## src/rtl/core/tscg_pkg.sv

```systemverilog
// Shared types and constants for the three-segment color gradient core.
package tscg_pkg;

   // Fraction bits of the Q1.16 ratio; one divider cell per fraction bit.
   localparam int unsigned FRAC_BITS  = 16;
   localparam int unsigned QUOT_BITS  = FRAC_BITS + 1;
   localparam int unsigned RATIO_BITS = QUOT_BITS + 1;
   localparam int unsigned CHAN_BITS  = 8;
   localparam int unsigned DIFF_BITS  = CHAN_BITS + 1;
   localparam int unsigned PROD_BITS  = DIFF_BITS + RATIO_BITS;
   localparam int unsigned COLOR_BITS = 3 * CHAN_BITS;

   localparam logic [QUOT_BITS-1:0] RATIO_ONE = QUOT_BITS'(1) << FRAC_BITS;

   // Gradient stops: purple, blue, teal, red.
   localparam logic [COLOR_BITS-1:0] STOP_COLOR [4] = '{
      24'h800080, 24'h108EC4, 24'h48A39A, 24'hDC143C
   };

   typedef enum logic [1:0] {
      SEG_LOW,
      SEG_MID,
      SEG_HIGH
   } seg_type;

   typedef struct packed {
      logic    valid;
      logic    neg;
      seg_type seg;
   } ctl_type;

endpackage

```

## src/rtl/core/tscg_div_cell.sv

```systemverilog
// One restoring-division cell: yields one quotient bit per transaction and passes it on.
module tscg_div_cell #(
   parameter int unsigned DIV_BITS = 16
) (
   input  logic                               clock,
   input  logic                               reset,
   input  tscg_pkg::ctl_type                  up_ctl,
   input  logic [DIV_BITS-1:0]                up_rem,
   input  logic [DIV_BITS-1:0]                up_div,
   input  logic [tscg_pkg::QUOT_BITS-1:0]     up_quot,
   output tscg_pkg::ctl_type                  down_ctl,
   output logic [DIV_BITS-1:0]                down_rem,
   output logic [DIV_BITS-1:0]                down_div,
   output logic [tscg_pkg::QUOT_BITS-1:0]     down_quot
);

   tscg_pkg::ctl_type                 ctl_ff;
   logic [DIV_BITS-1:0]               rem_in, rem_ff;
   logic [DIV_BITS-1:0]               div_ff;
   logic [tscg_pkg::QUOT_BITS-1:0]    quot_in, quot_ff;
   logic [DIV_BITS:0]                 trial;
   logic [DIV_BITS:0]                 diff;
   logic                              fits;

   // rem < div on entry, so both the trial and the difference stay in range
   always_comb begin
      trial   = {up_rem, 1'b0};
      diff    = trial - {1'b0, up_div};
      fits    = (trial >= {1'b0, up_div});
      rem_in  = fits ? diff[DIV_BITS-1:0] : trial[DIV_BITS-1:0];
      quot_in = {up_quot[tscg_pkg::QUOT_BITS-2:0], fits};
   end

   always_ff @(posedge clock) begin
      if (reset) begin
         ctl_ff <= '0;
      end else begin
         ctl_ff <= up_ctl;
      end
   end

   always_ff @(posedge clock) begin
      rem_ff  <= rem_in;
      div_ff  <= up_div;
      quot_ff <= quot_in;
   end

   assign down_ctl  = ctl_ff;
   assign down_rem  = rem_ff;
   assign down_div  = div_ff;
   assign down_quot = quot_ff;

endmodule

```

## src/rtl/core/tscg_blend.sv

```systemverilog
// Two-stage interpolation of one color channel by a signed Q1.16 ratio, clamped to 0..255.
module tscg_blend (
   input  logic                                   clock,
   input  logic [tscg_pkg::CHAN_BITS-1:0]         from_chan,
   input  logic [tscg_pkg::CHAN_BITS-1:0]         to_chan,
   input  logic signed [tscg_pkg::RATIO_BITS-1:0] ratio,
   output logic [tscg_pkg::CHAN_BITS-1:0]         chan
);

   localparam int unsigned SHIFT_BITS = tscg_pkg::PROD_BITS - tscg_pkg::FRAC_BITS;
   localparam int unsigned SUM_BITS   = SHIFT_BITS + 1;

   logic signed [tscg_pkg::DIFF_BITS-1:0] diff;
   logic signed [tscg_pkg::PROD_BITS-1:0] prod_in, prod_ff;
   logic [tscg_pkg::CHAN_BITS-1:0]        from_ff;
   logic signed [tscg_pkg::PROD_BITS-1:0] adj;
   logic signed [tscg_pkg::PROD_BITS-1:0] shifted;
   logic signed [SUM_BITS-1:0]            sum;
   logic [tscg_pkg::CHAN_BITS-1:0]        chan_in, chan_ff;

   always_comb begin
      diff    = $signed({1'b0, to_chan}) - $signed({1'b0, from_chan});
      prod_in = tscg_pkg::PROD_BITS'(diff) * tscg_pkg::PROD_BITS'(ratio);
   end

   // truncate toward zero: bias negative products before the arithmetic shift
   always_comb begin
      adj     = prod_ff + (prod_ff[tscg_pkg::PROD_BITS-1]
                           ? tscg_pkg::PROD_BITS'((1 << tscg_pkg::FRAC_BITS) - 1)
                           : tscg_pkg::PROD_BITS'(0));
      shifted = adj >>> tscg_pkg::FRAC_BITS;
      sum     = $signed({{(SUM_BITS - tscg_pkg::CHAN_BITS){1'b0}}, from_ff})
                + $signed(shifted[SUM_BITS-1:0]);
      if (sum[SUM_BITS-1]) begin
         chan_in = '0;
      end else if (sum > $signed(SUM_BITS'((1 << tscg_pkg::CHAN_BITS) - 1))) begin
         chan_in = '1;
      end else begin
         chan_in = sum[tscg_pkg::CHAN_BITS-1:0];
      end
   end

   always_ff @(posedge clock) begin
      prod_ff <= prod_in;
      from_ff <= from_chan;
      chan_ff <= chan_in;
   end

   assign chan = chan_ff;

endmodule

```

## src/rtl/core/three_segment_color_gradient_core.sv

```systemverilog
// Top level: maps an iteration count to an RGB color along a four-stop gradient.
//
//   channel  ports                              direction  transfer
//   request  start, busy, req_count             in         start && !busy
//   response rsp_valid, rsp_color               out        rsp_valid, one cycle
//   csr      csr_valid, csr_ready, csr_data     in         csr_valid && csr_ready
//
// One request per cycle; busy stays low. The pipeline holds two front stages, one
// restoring-division cell per ratio fraction bit (16), and two blend stages (multiply,
// then round and clamp).
// Synchronous active-high reset clears the pipeline valids and loads count_limit with 100.
// The response side has no back-pressure; csr_ready is always high.
module three_segment_color_gradient_core #(
   parameter int unsigned COUNT_BITS = 16
) (
   input  logic                                clock,
   input  logic                                reset,
   input  logic                                start,
   output logic                                busy,
   input  logic [COUNT_BITS-1:0]               req_count,
   output logic                                rsp_valid,
   output logic [tscg_pkg::COLOR_BITS-1:0]     rsp_color,
   input  logic                                csr_valid,
   output logic                                csr_ready,
   input  logic [COUNT_BITS-1:0]               csr_data
);

   localparam int unsigned FRAC    = tscg_pkg::FRAC_BITS;
   localparam int unsigned LATENCY = FRAC + 4;
   localparam int unsigned CB      = tscg_pkg::CHAN_BITS;

   logic [COUNT_BITS-1:0]   count_limit_ff;

   // front stage 0
   logic                    s0_valid_ff;
   logic [COUNT_BITS-1:0]   s0_count_in, s0_count_ff;
   logic [COUNT_BITS-1:0]   s0_div_in, s0_div_ff;

   // front stage 1
   logic [COUNT_BITS+1:0]   count3;
   logic [COUNT_BITS:0]     count_inc;
   logic [COUNT_BITS+1:0]   half3;
   logic [COUNT_BITS+1:0]   seg_base;
   logic signed [COUNT_BITS+2:0] num;
   logic [COUNT_BITS+2:0]   mag;
   logic [COUNT_BITS-1:0]   numer;
   logic                    top_bit;
   tscg_pkg::ctl_type       s1_ctl_in, s1_ctl_ff;
   logic [COUNT_BITS-1:0]   s1_rem_in, s1_rem_ff;
   logic [COUNT_BITS-1:0]   s1_div_ff;
   logic [tscg_pkg::QUOT_BITS-1:0] s1_quot_in, s1_quot_ff;

   // divider chain
   tscg_pkg::ctl_type              ctl_chain  [FRAC+1];
   logic [COUNT_BITS-1:0]          rem_chain  [FRAC+1];
   logic [COUNT_BITS-1:0]          div_chain  [FRAC+1];
   logic [tscg_pkg::QUOT_BITS-1:0] quot_chain [FRAC+1];

   // blend
   tscg_pkg::ctl_type                      end_ctl;
   logic signed [tscg_pkg::RATIO_BITS-1:0] ratio;
   logic [1:0]                             from_idx, to_idx;
   logic [tscg_pkg::COLOR_BITS-1:0]        from_color, to_color;
   logic                                   mul_valid_ff;
   logic                                   out_valid_ff;
   logic [CB-1:0]                          red, green, blue;

   assign busy      = 1'b0;
   assign csr_ready = 1'b1;

   always_ff @(posedge clock) begin
      if (reset) begin
         count_limit_ff <= COUNT_BITS'(100);
      end else if (csr_valid && csr_ready) begin
         count_limit_ff <= csr_data;
      end
   end

   // clamp the count; a zero limit divides by one so the ratio comes out zero
   always_comb begin
      s0_count_in = (req_count > count_limit_ff) ? count_limit_ff : req_count;
      s0_div_in   = (count_limit_ff == '0) ? COUNT_BITS'(1) : count_limit_ff;
   end

   // segment: c <= m/3 iff 3c <= m; c <= 2*(m/3) iff 3*ceil(c/2) <= m
   always_comb begin
      count3    = {2'b00, s0_count_ff} + {1'b0, s0_count_ff, 1'b0};
      count_inc = {1'b0, s0_count_ff} + (COUNT_BITS+1)'(1);
      half3     = {2'b00, count_inc[COUNT_BITS:1]} + {1'b0, count_inc[COUNT_BITS:1], 1'b0};
      s1_ctl_in.valid = s0_valid_ff;
      if (count3 <= {2'b00, s0_div_ff}) begin
         s1_ctl_in.seg = tscg_pkg::SEG_LOW;
         seg_base      = '0;
      end else if (half3 <= {2'b00, s0_div_ff}) begin
         s1_ctl_in.seg = tscg_pkg::SEG_MID;
         seg_base      = {2'b00, s0_div_ff};
      end else begin
         s1_ctl_in.seg = tscg_pkg::SEG_HIGH;
         seg_base      = {1'b0, s0_div_ff, 1'b0};
      end
      // num lies in [-1, m]; only the last segment can dip below zero
      num             = $signed({1'b0, count3}) - $signed({1'b0, seg_base});
      s1_ctl_in.neg   = num[COUNT_BITS+2];
      mag             = s1_ctl_in.neg ? (COUNT_BITS+3)'(-num) : (COUNT_BITS+3)'(num);
      numer           = mag[COUNT_BITS-1:0];
      top_bit         = (numer == s0_div_ff);
      s1_rem_in       = top_bit ? '0 : numer;
      s1_quot_in      = {{(tscg_pkg::QUOT_BITS-1){1'b0}}, top_bit};
   end

   always_ff @(posedge clock) begin
      if (reset) begin
         s0_valid_ff       <= 1'b0;
         s1_ctl_ff         <= '0;
         mul_valid_ff      <= 1'b0;
         out_valid_ff      <= 1'b0;
      end else begin
         s0_valid_ff       <= start && !busy;
         s1_ctl_ff         <= s1_ctl_in;
         mul_valid_ff      <= end_ctl.valid;
         out_valid_ff      <= mul_valid_ff;
      end
   end

   always_ff @(posedge clock) begin
      s0_count_ff <= s0_count_in;
      s0_div_ff   <= s0_div_in;
      s1_rem_ff   <= s1_rem_in;
      s1_div_ff   <= s0_div_ff;
      s1_quot_ff  <= s1_quot_in;
   end

   assign ctl_chain[0]  = s1_ctl_ff;
   assign rem_chain[0]  = s1_rem_ff;
   assign div_chain[0]  = s1_div_ff;
   assign quot_chain[0] = s1_quot_ff;

   for (genvar i = 0; i < FRAC; i++) begin : g_cell
      tscg_div_cell #(
         .DIV_BITS (COUNT_BITS)
      ) u_cell (
         .clock     (clock),
         .reset     (reset),
         .up_ctl    (ctl_chain[i]),
         .up_rem    (rem_chain[i]),
         .up_div    (div_chain[i]),
         .up_quot   (quot_chain[i]),
         .down_ctl  (ctl_chain[i+1]),
         .down_rem  (rem_chain[i+1]),
         .down_div  (div_chain[i+1]),
         .down_quot (quot_chain[i+1])
      );
   end

   always_comb begin
      end_ctl    = ctl_chain[FRAC];
      ratio      = end_ctl.neg ? -$signed({1'b0, quot_chain[FRAC]})
                               :  $signed({1'b0, quot_chain[FRAC]});
      from_idx   = 2'(end_ctl.seg);
      to_idx     = from_idx + 2'd1;
      from_color = tscg_pkg::STOP_COLOR[from_idx];
      to_color   = tscg_pkg::STOP_COLOR[to_idx];
   end

   tscg_blend u_blend_red (
      .clock     (clock),
      .from_chan (from_color[3*CB-1:2*CB]),
      .to_chan   (to_color[3*CB-1:2*CB]),
      .ratio     (ratio),
      .chan      (red)
   );

   tscg_blend u_blend_green (
      .clock     (clock),
      .from_chan (from_color[2*CB-1:CB]),
      .to_chan   (to_color[2*CB-1:CB]),
      .ratio     (ratio),
      .chan      (green)
   );

   tscg_blend u_blend_blue (
      .clock     (clock),
      .from_chan (from_color[CB-1:0]),
      .to_chan   (to_color[CB-1:0]),
      .ratio     (ratio),
      .chan      (blue)
   );

   assign rsp_valid = out_valid_ff;
   assign rsp_color = {red, green, blue};

   // every response traces back to an accepted request
   a_rsp_has_req: assert property (@(posedge clock) disable iff (reset)
      rsp_valid |-> $past(start && !busy, LATENCY))
      else $error("response without matching request");

   // the ratio magnitude never exceeds one
   a_ratio_range: assert property (@(posedge clock) disable iff (reset)
      end_ctl.valid |-> (quot_chain[FRAC] <= tscg_pkg::RATIO_ONE))
      else $error("ratio magnitude above one");

   // a negative ratio only comes from the last segment, with a numerator of one
   a_neg_only_high: assert property (@(posedge clock) disable iff (reset)
      (s1_ctl_ff.valid && s1_ctl_ff.neg) |->
         (s1_ctl_ff.seg == tscg_pkg::SEG_HIGH && s1_rem_ff == COUNT_BITS'(1)))
      else $error("unexpected negative numerator");

endmodule

```

## config.mk

```make
export PLATFORM = sky130hd
export DESIGN_NAME = three_segment_color_gradient_core
export DESIGN_NICKNAME = d
export VERILOG_FILES = /design/src/rtl/core/tscg_pkg.sv /design/src/rtl/core/tscg_div_cell.sv /design/src/rtl/core/tscg_blend.sv /design/src/rtl/core/three_segment_color_gradient_core.sv
export SDC_FILE = /design/constraint.sdc
export NUM_CORES = 2
export LEC_CHECK = 0
export BUFFER_PORTS_ARGS = -buffer_cell sky130_fd_sc_hd__buf_2
export CORE_MARGIN = 3
export CORE_UTILIZATION = 45
export CTS_CLUSTER_DIAMETER = 50
export DETAILED_ROUTE_END_ITERATION = 10
export PLACE_DENSITY = 0.71
export SETUP_SLACK_MARGIN = 0.05
export SLEW_MARGIN = 40
export SYNTH_ARGS = -nofsm -noshare
export SYNTH_HDL_FRONTEND = slang
export SYNTH_SLANG_ARGS = --single-unit
export TNS_END_PERCENT = 50
```

## constraint.sdc

```tcl
create_clock -name clock -period 14.45 [get_ports clock]
set_clock_uncertainty 0.15 [all_clocks]
set_input_delay 1.445 -clock clock [delete_from_list [all_inputs] [get_ports clock]]
set_output_delay 1.445 -clock clock [all_outputs]
set_load 0.03 [all_outputs]
```

**After elaboration in Yosys (flattened, before gate mapping)**

Index checks and enable logic that the tools add are counted.

- Logic and storage cells: 226
- Output and inout port bits: 27
- Input bits: 36
- Bits in registers: 913

- $add $sub $neg: 31
- Mux-type cells: 33
- Reduce and logical (&&, ||, !) cells: 2
- Eq/ne operators: 1
- Order comparisons: 24
- Bitwise operators: 2
- Multiply operators: 3

Operators by type and width:

| kind | number |
|---|---|
| 16-bit 2-to-1 mux | 20 |
| 17-bit by 16-bit greater-or-equal comparator with 1-bit output | 16 |
| 16-bit subtractor | 15 |
| 24-bit binary-select mux with 2-bit select | 2 |
| 24-bit 2-to-1 mux | 4 |
| 27-bit by 17-bit adder with 27-bit output | 3 |
| 9-bit by 18-bit multiplier with 27-bit output | 3 |
| 16-bit by 17-bit adder with 18-bit output | 2 |
| 9-bit by 11-bit adder with 12-bit output | 3 |
| 12-bit by 9-bit greater-than comparator with 1-bit output (second input constant) | 3 |
| 18-bit by 16-bit <= comparator with 1-bit output | 2 |
| 17-bit 2-to-1 mux | 2 |
| 8-bit by 8-bit subtractor with 9-bit output | 3 |
| 8-bit 2-to-1 mux | 3 |
| 18-bit by 17-bit subtractor with 19-bit output | 1 |
| 18-bit 2-to-1 mux | 1 |
| 17-bit negator with 18-bit output | 1 |
| 16-bit by 1-bit adder with 17-bit output (second input constant) | 1 |
| 16-bit equality test | 1 |
| 16-bit greater-than comparator | 1 |
| 16-bit logical NOT | 1 |
| 16-bit negator | 1 |
| 3-bit greater-or-equal comparator (second input constant) | 2 |
| 2-bit inverter with 3-bit output | 2 |
| other kinds (3) | 3 |

**Logic depth before layout (Yosys ltp)**

- Depth in word-level cells: 9
- Mapped depth: 42
- Mapped depth without buffers: 39

**Modules after synthesis**

Synthesis repeated with hierarchy kept, for this count alone.

- Cell total of the unflattened synthesis: 6685
- Area total of the unflattened synthesis: 66117.2 sq um

Modules (own cells, without submodules):

| module | times used | cells each | sequential area each (sq um) | area an instance (sq um) |
|---|---|---|---|---|
| tscg_div_cell at g_cell[1].u_cell ... | 9 | 206 | 1061.0 | 2190.9 |
| tscg_div_cell at g_cell[0].u_cell ... | 7 | 214 | 1061.0 | 2219.6 |
| three_segment_color_gradient_core | 1 | 944 | 1761.7 | 7882.6 |
| tscg_blend at u_blend_red | 1 | 804 | 860.8 | 7762.4 |
| tscg_blend at u_blend_blue | 1 | 801 | 860.8 | 7681.1 |
| tscg_blend at u_blend_green | 1 | 784 | 860.8 | 7536.0 |

**Worst setup path before layout**

No wires, ideal clock.

- Kind: reg-to-reg
- Start: reg s0_count_ff[2]
- End: reg s1_rem_ff[13]
- Required time: 14185 ps
- Arrival: 8350 ps
- Setup time: 115 ps
- Buffers on the path: 3
- Slack: 5835 ps
- Period minus slack after synthesis: 8615 ps
- Cell stages (with the launch flop): 40
- Cell sequence: dfxtp_1 > ha_1 > nand2_1 > xor2_1 > inv_1 > fa_1 > o211a_1 > o21ai_0 > nand3_1 > a22o_1 > a21oi_1 > xnor2_1 > ha_1 > a21o_1 > a21oi_1 > nor2b_1 > o21ai_0 > nand2b_1 > [... 4 more ...] > buf_2 > buf_2 > and3b_1 > ha_1 > inv_1 > fa_1 > a211oi_2 > o21ai_1 > a2111oi_0 > or3_4 > xor2_4 > nand4b_1 > o31a_1 > a21boi_1 > or3_1 > nor4_4 > buf_6 > nor2_2

- Word-level cells in the longest chain between the ends: 9
- Elaborated cells on any way between the ends: 11
- Classes of those cells: 5 x add/sub; 2 x order compare; 1 x eq/ne; 3 x mux

RTL lines:

| element | line | text |
|---|---|---|
| start, declared | three_segment_color_gradient_core.sv:36 | `logic [COUNT_BITS-1:0] s0_count_in, s0_count_ff;` |
| start signal, assigned | three_segment_color_gradient_core.sv:126 | `s0_count_ff <= s0_count_in;` |
| 16-bit by 1-bit adder with 17-bit output | three_segment_color_gradient_core.sv:88 | `count_inc = {1'b0, s0_count_ff} + (COUNT_BITS+1)'(1);` |
| 16-bit by 17-bit adder with 18-bit output | three_segment_color_gradient_core.sv:89 | `half3 = {2'b00, count_inc[COUNT_BITS:1]} + {1'b0, count_inc[COUNT_BITS:1], 1'b0};` |
| 18-bit by 16-bit <= comparator with 1-bit output | three_segment_color_gradient_core.sv:94 | `end else if (half3 <= {2'b00, s0_div_ff}) begin` |
| 17-bit 2-to-1 mux | three_segment_color_gradient_core.sv:94 |  |
| 17-bit 2-to-1 mux | three_segment_color_gradient_core.sv:91 | `if (count3 <= {2'b00, s0_div_ff}) begin` |
| 18-bit by 17-bit subtractor with 19-bit output (*) | three_segment_color_gradient_core.sv:102 | `num = $signed({1'b0, count3}) - $signed({1'b0, seg_base});` |
| 16-bit negator | three_segment_color_gradient_core.sv:104 | `mag = s1_ctl_in.neg ? (COUNT_BITS+3)'(-num) : (COUNT_BITS+3)'(num);` |
| 16-bit 2-to-1 mux (*) | three_segment_color_gradient_core.sv:104 |  |
| 16-bit equality test | three_segment_color_gradient_core.sv:106 | `top_bit = (numer == s0_div_ff);` |
| end signal, assigned | three_segment_color_gradient_core.sv:128 | `s1_rem_ff <= s1_rem_in;` |
| end, declared | three_segment_color_gradient_core.sv:49 | `logic [COUNT_BITS-1:0] s1_rem_in, s1_rem_ff;` |

Every way passes the cells marked *; elsewhere a longest branch is shown, timed or not.
A chain may end at the register's enable or synchronous reset.

**Worst setup path after layout**

- Start: reg s0_count_ff[2]
- End: reg s1_rem_ff[3]

Same word-level chain as after synthesis.

==> metrics.txt <==
layout cells sized above 1=under 10%; # placed instances=7472; delay-heaviest family, CP=compound AO/OA/AOI/OAI gates; Fin. Hold Viols=0; DR vias=39689; cts hold-fix bufs=0; fillers=11112; Worst Max-Slew Pin Slew=0.891 ns; Net Count, Synth=6854; Tmin final=10.30 ns; Setup-failing EPs final=0; top-count cell post-synth=dfxtp_1; crit path buf inv count=4; Post-synth top cells=dfxtp_1 (893), inv_1 (863), ha_1 (611), nor2_1 (435), fa_1 (363); YS warnings=0; Distinct cells, synth=between 90 and 100; final wirelength=approximately 120000 um; initial antenna violation count=1; Clk Latency, worst-skew pair=0.71 ns; Worst setup SP type=flop; total iterations of the first detailed-routing run=5; IO Pins=63; row cnt=128; mapped cell area=approximately 0.056 mm2; max-slew violations=0; syn_area_per_cell=~9.5 um2; first-pass GRT wire length=between 200000 and 250000 um; Slew headroom=between 40% and 50%; CTS max path bufs=3; drt wl/cell=16.0 um; FMAX=around 97 MHz; GR Util All Layers=roughly a fifth; residual DRC count=0; Slowest-stage cell, CP=nor4_1; number of synthesized flops with an enable pin=0; Starting Density=a little under half; die width=between 300 and 400 um; die height=between 300 and 400 um; crit path capture type=flop; crit path kind=reg2reg; Register Area=0.0179 mm2; Port Buffer Count=60; register area share after synthesis=between 30% and 40%; number of global-route vias before repair=40687; post-cts gate resize count=0; Syn Inst Count=around 5800; postcts setup bufs=0; Synth Register Bits=about 900; TritonCTS clock tree=built; Root Buffer=clkbuf_16; required time worst endpoint=approximately 15 ns; clock sinks=a little under 900; area delta synth->final=11.0%; post-synth top area share=between 30% and 40%; Async SR Flop Fraction=0%; CP arrival=~11 ns; antenna-violating nets left=0; fin nets=between 6000 and 7000; RSZ-0062 raised after global routing=false; Die ar.=~0.13 mm2; Final Non-Filler Cells=7666; CTS HTree Levels=3; HP Class=reg2reg; Max FO, Critical Path=19; MaxCap Viol Count=0; global route overflow=0; max incr delay on CP=between 0.7 and 0.8 ns; clock buffer count from CTS=approximately 100; initial drt markers=about 2200; Placer Congestion=0.890; run status=complete, no violations; multi-input logic area=between 0.03 and 0.04 mm2; clock slew at reported path FFs=~0.060 ns; largest net degree at the start of global routing=66; Via density=about 5.2; leading area contributor after synthesis=dfxtp_1; ranking of synthesized cells by area=dfxtp_1 (32%), ha_1 (14%), fa_1 (13%); post-DP HPWL=~98000 um; Placeable Area=roughly 0.12 mm2; Primary FF master, synth=dfxtp_1; Final period util=between 70% and 80%; Fin Setup TNS=0 ns
[placed cells by master (no fill, tap or decap), drive strengths merged, types with 98 or more instances in the layout]
master / synthesis / routed
inv: 863 / 873
nor2b: 161 / 161
ha: 611 / 611
buf: 16 / 116
clkbuf: 97 / 141
nand2: 326 / 326
mux2: 173 / 173
a21o: 98 / 98
o21ai: 230 / 230
xnor2: 238 / 238
a21oi: 223 / 223
nor3: 108 / 108
dfxtp: 893 / 893
fa: 363 / 363
nor2: 446 / 446
[cell families (layout without fill, tap and decap cells)]
group                      after synthesis  count (layout)  share of synthesized area, %
DFF                                    893             893                          32.2
other                                    2               3                        0.0135
AOI/OAI and AO/OA                      970             970                          11.6
and+or+nand+nor                       1471            1471                          13.0
muxes                                  224             224                          4.43
buffers and inverters                  978            1174                          6.65
adders and majority gates              975             975                          26.9
xor gates and xnor gates               331             331                          5.28
[through the flow]
step | util, % | hold WS (ns) | setup slack [ns] | area, um2
after floorplan | - | 0.160 | 5.83 | 55600
after detailed placement | 47.4 | 0.162 | 4.29 | 57900
after CTS | 50.4 | 0.137 | 4.22 | 61600
final | 50.4 | 0.146 | 4.15 | 61600
after global routing | 50.4 | 0.154 | 3.37 | 61600
after global placement | 47.4 | 0.160 | 4.23 | 57900
[state kept, by name, indices dropped and copies added, names as in the netlist, 4 cells and up]
register                 flops
count_limit_ff              16
ctl_chain                    4
g_cell.u_cell.down_ctl      64
g_cell.u_cell.down_div     240
g_cell.u_cell.down_quot    152
g_cell.u_cell.down_rem     240
s0_count_ff                 16
s0_div_ff                   16
s1_div_ff                   16
s1_rem_ff                   16
u_blend_blue.chan            8
u_blend_blue.from_ff         6
u_blend_blue.prod_ff        26
u_blend_green.chan           8
u_blend_green.prod_ff       26
u_blend_red.chan             8
u_blend_red.prod_ff         25
[final cells by class]
type / instances / share of cell area (%)
diodes: 1 / 0.00406
inverters: 865 / 5.27
clock buffers: 141 / 4.77
repair buffers: 116 / 1.20
flip-flops and latches: 893 / 29.0
multi-input cells: 3973 / 55.3
well taps: 1625 / 3.30
clock inverters: 52 / 1.19
[routing by layer]
metal	routed length, um	GRT usage (%)	up-vias	part of all wire, %
met4	4650	7.45	0	3.8
met3	5100	3.22	249	4.2
met5	0	0	-	0
met2	59500	34.0	742	49
li1	-	-	19757	-
met1	53100	23.7	18941	43
[worst paths after layout]
kind / start / end / slack (ns) / depth (start not counted)
worst max-delay path: s0_count_ff[2] / s1_rem_ff[3] / 4.15 / 38
worst min register to register: g_cell[13].u_cell.down_quot[8] / g_cell[14].u_cell.down_quot[9] / 0.15 / 0
worst max register to register: s0_count_ff[2] / s1_rem_ff[3] / 4.15 / 38
worst min-delay path: g_cell[13].u_cell.down_quot[8] / g_cell[14].u_cell.down_quot[9] / 0.15 / 0
[worst reg2reg max path, delay by kind of cell, from the launching register on]
family	cells	cell delay, ns
AO/OA/AOI/OAI	17	3.44
AND/OR/NAND/NOR	9	2.66
adder cells (fa/ha/maj)	5	1.80
buffers and inverters	4	0.87
XOR/XNOR	2	0.49
flip-flops	1	0.41
multiplexers	1	0.38
Power is left out: the tool's default activity adds up to more than one toggle a clock period on the data nets, which glitch-free logic cannot reach.
